## src/lje_pkg.sv

```systemverilog
// Shared types, register indexes and fixed-point helpers for the Lennard-Jones
// energy sum block. No dependencies; every other file imports this package.
package lje_pkg;

	localparam int COORD_FRAC_BITS_DEF = 16;
	// Covers 64 + 2*F + 30 iterations for F up to 80.
	localparam int DIV_CNT_W = 8;

	localparam logic REG_DIPOLE_ENABLE = 1'b0;
	localparam logic REG_POLARIZABILITY = 1'b1;

	localparam logic [63:0] INT64_MAX = 64'h7FFF_FFFF_FFFF_FFFF;
	localparam logic [63:0] INT64_MIN = 64'h8000_0000_0000_0000;

	typedef struct packed {
		logic signed [32:0] d_x;
		logic signed [32:0] d_y;
		logic signed [32:0] d_z;
		logic [15:0] eps;
		logic [15:0] sig;
		logic signed [15:0] q;
		logic last;
		logic coincident;
	} lje_item_t;

	typedef struct packed {
		logic start;
		logic [63:0] a;
		logic [63:0] b;
	} lje_mul_req_t;

	typedef struct packed {
		logic done;
		logic [127:0] prod;
	} lje_mul_rsp_t;

	typedef struct packed {
		logic start;
		logic [63:0] a;
		logic [63:0] b;
		logic [DIV_CNT_W-1:0] k;
	} lje_div_req_t;

	typedef struct packed {
		logic done;
		logic sat;
		logic [63:0] quo;
	} lje_div_rsp_t;

	// Shift a full product right and saturate to all ones; bit 64 is the flag.
	function automatic logic [64:0] mulq_fin(input logic [127:0] p, input int unsigned sh);
		logic [127:0] s;
		s = p >> sh;
		if (|s[127:64])
			return {1'b1, {64{1'b1}}};
		return {1'b0, s[63:0]};
	endfunction

	function automatic logic [64:0] signed_term(input logic [63:0] mag, input logic neg);
		logic [63:0] m;
		logic s;
		s = mag[63];
		m = s ? INT64_MAX : mag;
		return {s, neg ? 64'(-m) : m};
	endfunction

	function automatic logic [64:0] sadd(input logic [63:0] a, input logic [63:0] b);
		logic [64:0] s;
		s = {a[63], a} + {b[63], b};
		if (s[64] != s[63])
			return {1'b1, s[64] ? INT64_MIN : INT64_MAX};
		return {1'b0, s[63:0]};
	endfunction

	function automatic logic [63:0] abs64(input logic [63:0] v);
		return v[63] ? 64'(-v) : v;
	endfunction

	function automatic logic [31:0] abs_d(input logic signed [32:0] v);
		logic [32:0] m;
		m = v[32] ? 33'(-v) : v;
		return m[31:0];
	endfunction

endpackage

```

## src/lje_front.sv

```systemverilog
// Input stage: takes a word, forms the probe-to-atom offsets and flags a coincident atom.
// Depends on lje_pkg.
module lje_front (
	input  logic clk,
	input  logic arst_n,
	input  logic in_valid,
	output logic in_ready,
	input  logic signed [31:0] probe_x,
	input  logic signed [31:0] probe_y,
	input  logic signed [31:0] probe_z,
	input  logic signed [31:0] atom_x,
	input  logic signed [31:0] atom_y,
	input  logic signed [31:0] atom_z,
	input  logic [15:0] atom_well_depth,
	input  logic [15:0] atom_radius,
	input  logic signed [15:0] atom_charge,
	input  logic last_atom,
	output logic push,
	output lje_pkg::lje_item_t item,
	input  logic push_ready
);
	import lje_pkg::*;

	logic v_s1;
	lje_item_t item_s1;
	lje_item_t next_item;

	always_comb begin
		next_item.d_x = 33'(probe_x) - 33'(atom_x);
		next_item.d_y = 33'(probe_y) - 33'(atom_y);
		next_item.d_z = 33'(probe_z) - 33'(atom_z);
		next_item.eps = atom_well_depth;
		next_item.sig = atom_radius;
		next_item.q = atom_charge;
		next_item.last = last_atom;
		next_item.coincident = (probe_x == atom_x) && (probe_y == atom_y) && (probe_z == atom_z);
	end

	assign in_ready = !v_s1 || push_ready;
	assign push = v_s1 && push_ready;
	assign item = item_s1;

	always_ff @(posedge clk or negedge arst_n) begin
		if (!arst_n) begin
			v_s1 <= 1'b0;
		end else begin
			if (in_valid && in_ready) begin
				v_s1 <= 1'b1;
			end else if (push) begin
				v_s1 <= 1'b0;
			end
		end
	end

	always_ff @(posedge clk) begin
		if (in_valid && in_ready) begin
			item_s1 <= next_item;
		end
	end

endmodule

```

## config.mk

```make
export PLATFORM = sky130hd
export DESIGN_NAME = lje_front
export DESIGN_NICKNAME = d
export VERILOG_FILES = /design/src/lje_pkg.sv /design/src/lje_front.sv
export SDC_FILE = /design/constraint.sdc
export NUM_CORES = 1
export LEC_CHECK = 0
export BUFFER_PORTS_ARGS = -buffer_cell sky130_fd_sc_hd__buf_4
export CORE_AREA = 3 3 152 154
export CTS_CLUSTER_DIAMETER = 80
export CTS_CLUSTER_SIZE = 14
export DETAILED_ROUTE_END_ITERATION = 10
export DIE_AREA = 0 0 155 157
export GPL_TIMING_DRIVEN = 0
export PLACE_DENSITY = 0.85
export SLEW_MARGIN = 5
export SYNTH_ARGS = -nofsm -noshare
export SYNTH_HDL_FRONTEND = slang
export SYNTH_SLANG_ARGS = --single-unit
export TNS_END_PERCENT = 30
```

## constraint.sdc

```tcl
create_clock -name clk -period 5.8 [get_ports clk]
set_input_delay 0.58 -clock clk [delete_from_list [all_inputs] [get_ports clk]]
set_output_delay 0.58 -clock clk [all_outputs]
set_load 0.02 [all_outputs]
```

Word-level counts from Yosys, hierarchy flattened
Index checks and enable logic that the tools add are counted.

operators by class
  add/subtract/negate cells = 3
  equal/unequal tests = 3
  multiplexer cells = 2
  reduce and logical (&&, ||, !) cells = 7

operator list
  cell               number
  $sub 32x32->33     3
  $eq 32x32->1       3
  $logic_and 1x1->1  4
  $mux 1             2
  $reduce_bool 2->1  1
  $logic_not 1->1    1
  $logic_or 1x1->1   1

word-level totals
  flip-flop bits (word level) = 150
  logic and storage cells = 24

Logic depth before layout (Yosys ltp)
  word-level depth = 4
  mapped depth = 10
  depth with buffers taken out = 10

Worst setup path before layout
No wires, ideal clock.

  path kind = input to register
  from = in push_ready
  to = reg item_s1 (netlist bit item[0]), enable pin
  setup time = 0.526 ns
  arrival = 4.293 ns
  setup slack = 0.981 ns
  stages on the path = 2
  cells stage by stage = nand2b_1 and2_1

between the ends
  cells in the longest elaborated chain, start to end = 2

ends and longest elaborated chain
  item                    RTL line         source
  start: declaration      lje_front.sv:20  input logic push_ready
  $logic_or 1x1->1        lje_front.sv:39  assign in_ready = !v_s1 || push_ready;
  $logic_and 1x1->1       lje_front.sv:56  if (in_valid && in_ready) begin
  end signal: assignment  lje_front.sv:57  item_s1 <= next_item;
  end: declaration        lje_front.sv:25  lje_item_t item_s1;

No other way between the ends.
A chain may end at the register's enable or synchronous reset.

==> flow_summary.yaml <==
floorplan:
  die_area_mm2: 0.0243
  initial_core_util: 0.468
  die_height_um: 157
  die_width_um: 155
  io_pins: 396
  core.rowCount: 54
  core_area_mm2: 0.0218
synth:
  yosysUniqueCellTypes: 76
  synth_top_cells_by_area: "edfxtp_1, ha_1, inv_1, a21oi_1, xnor2_1"
  synth_seq_area_share: 0.441
  synth-edff-count: 149
  synth_seq_cells: 150
  synthArstFlopShare: 0.00667
  synth.avg_cell_area_um2: 10.0
  syn-cell-area_mm2: 0.0102
  yosys_warnings: 0
  synth_top_area_share: 0.438
  synth_largest_area_cell: "edfxtp_1"
  synthCells: 1019
  synthFlopType: "edfxtp_1"
  syn-num-nets: 1363
place:
  gp_congestion: 0.967
  hpwl_um: 26200
  placed_cell_area_mm2: 0.0136
  io_buffers: 395
critical_path:
  reg2reg_to: "item[117]"
  reg2reg_slack_ns: 4.09
  worstPathArrival_ns: 3.44
  r2r_cells: 3
  worstPathMaxFanout: 5
  critPathKind: "input port to register"
  end_kind: "register"
  start_kind: "input port"
  r2r-start: "v_s1"
  required_ns: 5.95
timing:
  max_clock_freq_mhz: 303
  rsz0062_at_grt: "false"
  whs_ns: 0.329
  fin_tns_setup_ns: 0
  final-hold-violation-count: 0
  slew_violations: 0
  relSlewSlack: 0.533
  fin_crit_sh: 0.569
  fin_crit_ns: 3.30
  finalSetupViolations: 0
  fin_skew_ns: 0.0148
  tightest_slew_ns: 0.697
global_route:
  track_usage: 0.247
  grt_first_pass_wirelength_um: 47900
  grt_max_degree: 64
  grt_pass1_vias: 9214
  grt.overflow.total: 0
  antenna_found_initial: 3
clocking:
  insertion_delay_ns: 0.42
  postCtsSetupRepairBufs: 0
  htreeDepth: 4
  cts_resized: 0
  cts_tree: "done"
  numCtsBuffers: 17
  clkTransAtPathRegs_ns: 0.08
  cts_buffer_depth: 2
  cts_root_buf: "clkbuf_16"
  clkSinkCount: 150
flow_run:
  max_cap_violations: 0
cells_and_area:
  final_nets: 1780
  final_cell_mix: "buf_4, edfxtp_1, inv_1"
  fill_cells: 1746
  syn_to_final_growth_pct: 39.1
  final_common_cell: "buf_4"
  drive_gt1_frac: 0.317
  design_area_mm2: 0.0142
min_path:
  hold_class: "input port to register"
  hold_depth: 1
  holdCritStartpoint: "atom_well_depth[2]"
  whs_endpoint: "item[36]"
detailed_routing:
  wl_per_cell_um: 18.5
  drtPass1Iterations: 9
  route.detailed.drc: 0
  first_iter_violations: 620
  ant_nets: 0
  routed-via-count: 9549
  drt-vias-per-instance: 5.51
  wirelength_um: 32000
power_and_ir_drop:
  p_per_area_mw_per_mm2: 254
  power.leakage_nw: 6.56
  ir_drop_uv: 166
outcome:
  outcome: "completed"
through the flow:
step	utilization	worst slack [ns]	instances	total power (W)
floorplan	-	0.981	1019	0.00206
global placement	0.620	-0.602	1694	0.00248
detailed placement	0.622	2.14	1696	0.00250
CTS	0.650	2.57	1729	0.00362
global route	0.651	2.38	1732	0.00378
finish	0.651	2.50	1733	0.00361
cell type report:
type	instances	area, µm²	area share
diodes	4	10.0	0.000705
clock buffers	17	425	0.0300
plain buffers	30	134	0.00943
repair buffers	398	3030	0.213
flip-flops and latches	150	4500	0.317
multi-input cells	716	5110	0.360
inverters	123	462	0.0325
clock inverters	15	176	0.0124
well taps	280	350	0.0247
flip-flops by register name, summed over array words and instances, names as in the netlist:
| register | cells |
|---|---|
| v_s1 | 1 |
| item | 149 |
report_power, final:
group	internal (W)	switching, W
Combinational	0.000490	0.000619
Sequential	0.00134	0.0000345
Clock	0.000582	0.000544
Total	0.00241	0.00120
synthesized netlist by cell type (all sizes together), types with 5 or more instances:
cell type and count:
ha 96, a211oi 13, a211o 5, a21oi 87
o21ai 55, o21a 15, a21o 38, a21boi 8
nor3 15, nand2 70, edfxtp 149, or2 6
inv 123, xnor2 49, and3 6, o31ai 7
buf 5, nand2b 16, clkbuf 25, and2 6
a31oi 13, o211ai 9, xor2 31, nor2 48
nand4 21, o21bai 9, nand3 29
per-layer routing:
layer / up-vias / wire [µm] / GRT usage / part of all wire
met2: 464 / 16000 / 0.435 / 0.50
met5: - / 0 / 0 / 0
li1: 4576 / - / - / -
met3: 65 / 2630 / 0.0503 / 0.082
met4: 0 / 1070 / 0.104 / 0.033
met1: 4444 / 12300 / 0.296 / 0.38
cell families after synthesis:
group | synth area share
simple gates | 0.119
flops | 0.441
xor+xnor | 0.0687
buf+inv | 0.0584
fa+ha+maj | 0.124
compound gates | 0.190
worst max path at each step:
stage / from / cells after the start / end / slack, ns
2_1_floorplan: push_ready / 2 / item[0] / 0.98
3_3_place_gp: push_ready / 3 / item[135] / -0.60
3_5_place_dp: probe_z[0] / 11 / item[80] / 2.14
4_1_cts: probe_z[0] / 11 / item[80] / 2.57
5_1_grt: probe_z[0] / 11 / item[80] / 2.38
6_report: probe_z[0] / 11 / item[80] / 2.50
worst max-delay path, cell delays in order:
cell	delay, ns
buf_4	0.08
inv_1	0.03
ha_1	0.22
fa_1	0.42
nand2b_1	0.21
a211oi_1	0.39
o2111ai_1	0.29
o221ai_1	0.57
nand3_1	0.18
a31oi_1	0.31
xnor2_1	0.17
repair_timing:
action / in CTS / in global routing
setup endpoints to repair: 0 / 0
hold buffers: 1 / 0
endpoints found under the hold margin: 1 / 0
No activity file was read; power rests on OpenSTA's default activity.
