File: src/lje_pkg.sv
// Shared types, register indexes and fixed-point helpers for the Lennard-Jones
// energy sum block. No dependencies; every other file imports this package.
package lje_pkg;

	localparam int COORD_FRAC_BITS_DEF = 16;
	// Covers 64 + 2*F + 30 iterations for F up to 80.
	localparam int DIV_CNT_W = 8;

	localparam logic REG_DIPOLE_ENABLE = 1'b0;
	localparam logic REG_POLARIZABILITY = 1'b1;

	localparam logic [63:0] INT64_MAX = 64'h7FFF_FFFF_FFFF_FFFF;
	localparam logic [63:0] INT64_MIN = 64'h8000_0000_0000_0000;

	typedef struct packed {
		logic signed [32:0] d_x;
		logic signed [32:0] d_y;
		logic signed [32:0] d_z;
		logic [15:0] eps;
		logic [15:0] sig;
		logic signed [15:0] q;
		logic last;
		logic coincident;
	} lje_item_t;

	typedef struct packed {
		logic start;
		logic [63:0] a;
		logic [63:0] b;
	} lje_mul_req_t;

	typedef struct packed {
		logic done;
		logic [127:0] prod;
	} lje_mul_rsp_t;

	typedef struct packed {
		logic start;
		logic [63:0] a;
		logic [63:0] b;
		logic [DIV_CNT_W-1:0] k;
	} lje_div_req_t;

	typedef struct packed {
		logic done;
		logic sat;
		logic [63:0] quo;
	} lje_div_rsp_t;

	// Shift a full product right and saturate to all ones; bit 64 is the flag.
	function automatic logic [64:0] mulq_fin(input logic [127:0] p, input int unsigned sh);
		logic [127:0] s;
		s = p >> sh;
		if (|s[127:64])
			return {1'b1, {64{1'b1}}};
		return {1'b0, s[63:0]};
	endfunction

	function automatic logic [64:0] signed_term(input logic [63:0] mag, input logic neg);
		logic [63:0] m;
		logic s;
		s = mag[63];
		m = s ? INT64_MAX : mag;
		return {s, neg ? 64'(-m) : m};
	endfunction

	function automatic logic [64:0] sadd(input logic [63:0] a, input logic [63:0] b);
		logic [64:0] s;
		s = {a[63], a} + {b[63], b};
		if (s[64] != s[63])
			return {1'b1, s[64] ? INT64_MIN : INT64_MAX};
		return {1'b0, s[63:0]};
	endfunction

	function automatic logic [63:0] abs64(input logic [63:0] v);
		return v[63] ? 64'(-v) : v;
	endfunction

	function automatic logic [31:0] abs_d(input logic signed [32:0] v);
		logic [32:0] m;
		m = v[32] ? 33'(-v) : v;
		return m[31:0];
	endfunction

endpackage

File: src/lje_queue.sv
// Two-entry queue of classified words between the front and back parts.
// Depends on lje_pkg.
module lje_queue (
	input  logic clk,
	input  logic arst_n,
	input  logic push,
	input  lje_pkg::lje_item_t push_item,
	output logic push_ready,
	input  logic pop,
	output logic head_valid,
	output lje_pkg::lje_item_t head
);
	import lje_pkg::*;

	lje_item_t mem_q [2];
	logic wr_ptr_q;
	logic rd_ptr_q;
	logic [1:0] count_q;

	assign push_ready = (count_q != 2'd2);
	assign head_valid = (count_q != 2'd0);
	assign head = mem_q[rd_ptr_q];

	always_ff @(posedge clk or negedge arst_n) begin
		if (!arst_n) begin
			wr_ptr_q <= 1'b0;
			rd_ptr_q <= 1'b0;
			count_q <= 2'd0;
		end else begin
			if (push)
				wr_ptr_q <= !wr_ptr_q;
			if (pop)
				rd_ptr_q <= !rd_ptr_q;
			if (push && !pop)
				count_q <= count_q + 2'd1;
			else if (pop && !push)
				count_q <= count_q - 2'd1;
		end
	end

	always_ff @(posedge clk) begin
		if (push)
			mem_q[wr_ptr_q] <= push_item;
	end

endmodule

File: config.mk
export PLATFORM = sky130hd
export DESIGN_NAME = lje_queue
export DESIGN_NICKNAME = d
export VERILOG_FILES = /design/src/lje_pkg.sv /design/src/lje_queue.sv
export SDC_FILE = /design/constraint.sdc
export NUM_CORES = 1
export LEC_CHECK = 0
export BUFFER_PORTS_ARGS = -buffer_cell sky130_fd_sc_hd__clkbuf_2
export CELL_PAD_IN_SITES_DETAIL_PLACEMENT = 1
export CELL_PAD_IN_SITES_GLOBAL_PLACEMENT = 2
export CORE_MARGIN = 2
export CORE_UTILIZATION = 42
export DETAILED_ROUTE_END_ITERATION = 10
export PLACE_DENSITY_LB_ADDON = 0.1
export SLEW_MARGIN = 20
export SYNTH_ARGS = -nofsm -noshare
export SYNTH_HDL_FRONTEND = slang
export SYNTH_SLANG_ARGS = --single-unit
File: constraint.sdc
create_clock -name clk -period 23.4 [get_ports clk]
set_clock_uncertainty 0.05 [all_clocks]
set_input_delay 4.68 -clock clk [delete_from_list [all_inputs] [get_ports clk]]
set_output_delay 4.68 -clock clk [all_outputs]
set_load 0.005 [all_outputs]
After elaboration in Yosys (flattened, before gate mapping):

Memories as Yosys holds them, arrays and structs flattened.
Index checks and enable logic that the tools add are counted.

* bits in registers: 4
* RAM bits: 298
* memories: 1

* equal/unequal tests: 1
* reduce and logical (&&, ||, !) cells: 8
* multiplexer cells: 4
* $add $sub $neg: 2

Memories
* mem_q: depth 2, width 149, rd ports 1, clocked after Yosys merged registers in 0, wr ports 1, RTL line lje_queue.sv:15 `lje_item_t mem_q [2];`

Operators by type and width (count)
* 1-bit logical NOT: 4
* 2-bit two-way mux: 2
* 2-bit nonzero test: 2
* 2-bit by 1-bit adder with 2-bit output (second input constant): 1
* 1-bit logical AND: 2
* 1-bit two-way mux: 2
* 2-bit != test (second input constant): 1
* 2-bit by 1-bit subtractor with 2-bit output (second input constant): 1

Logic depth before layout (Yosys ltp):

* depth in word-level cells: 4
* depth in mapped cells: 5
* mapped depth without buffers: 5

Worst setup path after synthesis:

Ideal clock, no wire load.

* kind: input-to-reg
* start: input push
* end: memory mem_q[0][0] (netlist name), enable pin
* stages: 1
* path buffers: 0
* setup time: 677 ps
* data arrival time: 11125 ps
* path slack: 11548 ps
* path through: nor2b_1

* word-level cells in the longest chain between the ends: 2

RTL lines
* start, declared: RTL line lje_queue.sv:6 `input logic push,`
* 1-bit two-way mux: RTL line lje_queue.sv:42 `if (push)`
* 1-bit two-way mux (implied by the code): RTL line lje_queue.sv:43 `mem_q[wr_ptr_q] <= push_item;`
* end, declared: RTL line lje_queue.sv:15

No other way between the ends.

==> impl_metrics.tcl <==
set metrics [dict create \
    cts.sinks 302 \
    cts.htree.levels 2 \
    grt_util_all_layers_pct 16.42 \
    setup_total_negative_slack_ns 0 \
    sort_of_element_at_the_start_of_the_critical_path "flip-flop" \
    io-pin-count 304 \
    clock_tree.buffer_depth 3 \
    layout_commonest_cell "sky130_fd_sc_hd__clkbuf_2" \
    route.detailed.vias_per_inst 4.809 \
    final_cell_mix "303 x sky130_fd_sc_hd__clkbuf_2, 298 x sky130_fd_sc_hd__edfxtp_1, 100 x sky130_fd_sc_hd__mux2_4" \
    synth_seq_area_share_pct 79.69 \
    syn_area_um2 11350 \
    run_status "finished, final reports clean" \
    place_hpwl_um 15910 \
    syn-mean-instance-area_um2 23.66 \
    grt_remaining_overflow 0 \
    start_util_pct 42.49 \
    ant_nets 0 \
    postCtsSetupRepairBufs 0 \
    grt_start_max_net_pins 81 \
    crit_family "buffers and inverters" \
    timing_worst_setup_path_type "reg -> out" \
    endpoint "head[17]" \
    wire_length_of_the_first_global_routing_pass_um 35060 \
    die_w_um 168.4 \
    drive_above_1_share_pct 61.25 \
    slew_violations 0 \
    syn-num-nets 634 \
    final_critical_path_setup_slack_ns 15.72 \
    critical_path_launch_point "rd_ptr_q" \
    cts_resized 0 \
    syn-instance-count 480 \
    reg2reg_end "mem_q[0][24]" \
    critical-path-max-stage-delay_ns 0.90 \
    final_min_period_over_clock_period_pct 32.82 \
    ctsRootBufferMaster "sky130_fd_sc_hd__clkbuf_16" \
    dr.first_iter.drc_count 308 \
    buffer_ports.inserted 303 \
    main_combinational_cell_family_by_area_after_synthesis "multiplexers" \
    path_cells "buf_4 > mux2_2 > clkbuf_2" \
    rr_worst_depth 3 \
    multi_input_area_um2 2148 \
    worst_ep_arrival_time_ns 2.95 \
    crit_path_end_kind "primary output" \
    synth-seq-cells 302 \
    cellLeakagePower_nw 5.743 \
    hold_class "reg -> reg" \
    die-area_um2 28370 \
    synth_warnings 0 \
    critical_r2r_launch "wr_ptr_q" \
    preCtsSetupSlack_ns 16.16 \
    ir_drop_uv 69.21 \
    worstPathRequired_ns 18.67 \
    die_extent_in_y_um 168.4 \
    tritoncts "yes" \
    worst-path-max-fanout 63 \
    cts-buffers-inserted 34 \
    filler_cell_count 2490 \
    synth_compound_area_share_pct 0 \
    timing.fmax_ghz 0.1302 \
    layout-area-overhead-vs-synth_pct 26.10 \
    post_synth_num_cell_types 16 \
    path_clk_slew_ns 0.06 \
    yosys-mux-area-fraction_pct 18.08 \
    number_of_antenna_violations_at_the_first_check_in_global_routing 2 \
    via_count 5646 \
    grt_pass1_vias 6021 \
    fin_crit_ns 7.679 \
    post-route-drc-count 0 \
    synth-simple-area-share_pct 0.2534 \
    yosys.area_share.xor_xnor_pct 0.3857 \
    core_um2 26730 \
    power.density_cell_area_nw_per_um2 122.8 \
    ff_latch_area_um2 9052 \
    avgRoutedWirePerCell_um 20.03 \
    firstDrtPassIters 4 \
    crit_path_buffers_inverters 2 \
    worst_pin_slew_ns 1.063 \
    postRouteWirelength_um 23510 \
    finalSetupViolations 0 \
    place.gp.congestion 0.7443 \
    reg2reg_setup_slack_ns 20.86 \
    grt_setup_unrepaired "no" \
    relative_slew_slack_pct 29.12 \
    insertion_delay_ns 0.50 \
    report.power.total_mw 1.758 \
    max_cap_violations 0 \
    crit_slowest_cell "sky130_fd_sc_hd__buf_4" \
    crit_cells 3 \
    synth_adder_area_share_pct 0.1102 \
    endpoints_failing_hold 0 \
    postCtsHoldBufs 0 \
    fin_nets 962 \
    core.rowCount 60 \
]
==> metrics by stage <==
stage / instance area [um^2] / hold slack, ns / util (%) / instances
after floorplan: 11350 / 0.4055 / - / 480
after global placement: 13190 / 0.4262 / 49.36 / 1113
after detailed placement: 13190 / 0.4315 / 49.36 / 1113
after CTS: 14310 / 0.4423 / 53.54 / 1172
after global routing: 14320 / 0.4687 / 53.57 / 1173
final: 14320 / 0.4328 / 53.58 / 1174
==> power by group <==
group	leakage (nW)	switching (mW)	internal, mW	total [mW]
registers	2.84	0.0444	0.720	0.764
logic	2.35	0.216	0.252	0.468
clock network	0.547	0.197	0.329	0.526
==> synthesized netlist by cell type <==
cell type | count | area [um^2]
sky130_fd_sc_hd__and2_1 | 1 | 6.260
sky130_fd_sc_hd__buf_2 | 5 | 25.02
sky130_fd_sc_hd__buf_6 | 11 | 123.9
sky130_fd_sc_hd__buf_8 | 1 | 15.01
sky130_fd_sc_hd__dfrtp_1 | 4 | 100.1
sky130_fd_sc_hd__edfxtp_1 | 298 | 8949
sky130_fd_sc_hd__ha_1 | 1 | 12.51
sky130_fd_sc_hd__inv_1 | 1 | 3.750
sky130_fd_sc_hd__mux2_2 | 49 | 551.8
sky130_fd_sc_hd__mux2_4 | 100 | 1501
sky130_fd_sc_hd__nand2b_1 | 1 | 6.260
sky130_fd_sc_hd__nor2_1 | 1 | 3.750
sky130_fd_sc_hd__nor2b_1 | 1 | 6.260
sky130_fd_sc_hd__or2_2 | 1 | 6.260
sky130_fd_sc_hd__xnor2_1 | 1 | 8.760
sky130_fd_sc_hd__xor2_1 | 4 | 35.03
==> worst min-delay path by stage <==
stage	from	endpoint	slack, ns	cells after the start
2_1_floorplan	wr_ptr_q	wr_ptr_q	0.41	1
3_3_place_gp	count_q[1]	count_q[1]	0.43	1
3_5_place_dp	count_q[1]	count_q[1]	0.43	1
4_1_cts	count_q[1]	count_q[1]	0.44	1
5_1_grt	count_q[1]	count_q[1]	0.47	1
6_report	count_q[1]	count_q[1]	0.43	1
==> area by class of cell <==
cell class | instances | area share (%)
antenna | 2 | 0.03495
timing repair buffer | 309 | 10.93
inverter | 1 | 0.02621
clock buffer | 43 | 6.326
multi-input combinational | 160 | 15.00
sequential | 302 | 63.22
clock inverter | 16 | 1.477
tap | 341 | 2.980
==> per-layer routing <==
layer | vias up | GRT usage, % | part of all wire (%) | routed length, um
li1 | 2572 | - | - | -
met5 | - | 0 | 0 | 0
met1 | 2810 | 20.83 | 40 | 9434
met2 | 232 | 26.86 | 50 | 11660
met4 | 0 | 5.322 | 1.8 | 428
met3 | 32 | 5.383 | 8.4 | 1982
==> logic make-up (layout without fill, tap and decap cells) <==
logic type | after synthesis | count (layout)
and+or+nand+nor | 5 | 5
adders and majority gates | 1 | 1
other | 0 | 2
DFF | 302 | 302
muxes | 149 | 149
buffers and inverters | 18 | 369
xor gates and xnor gates | 5 | 5
==> sequential cells by signal, summed over array words and instances (netlist names) <==
signal,count
mem_q,298
rd_ptr_q,1
count_q,2
wr_ptr_q,1
Note: power is estimated with default switching activity, not from simulation.
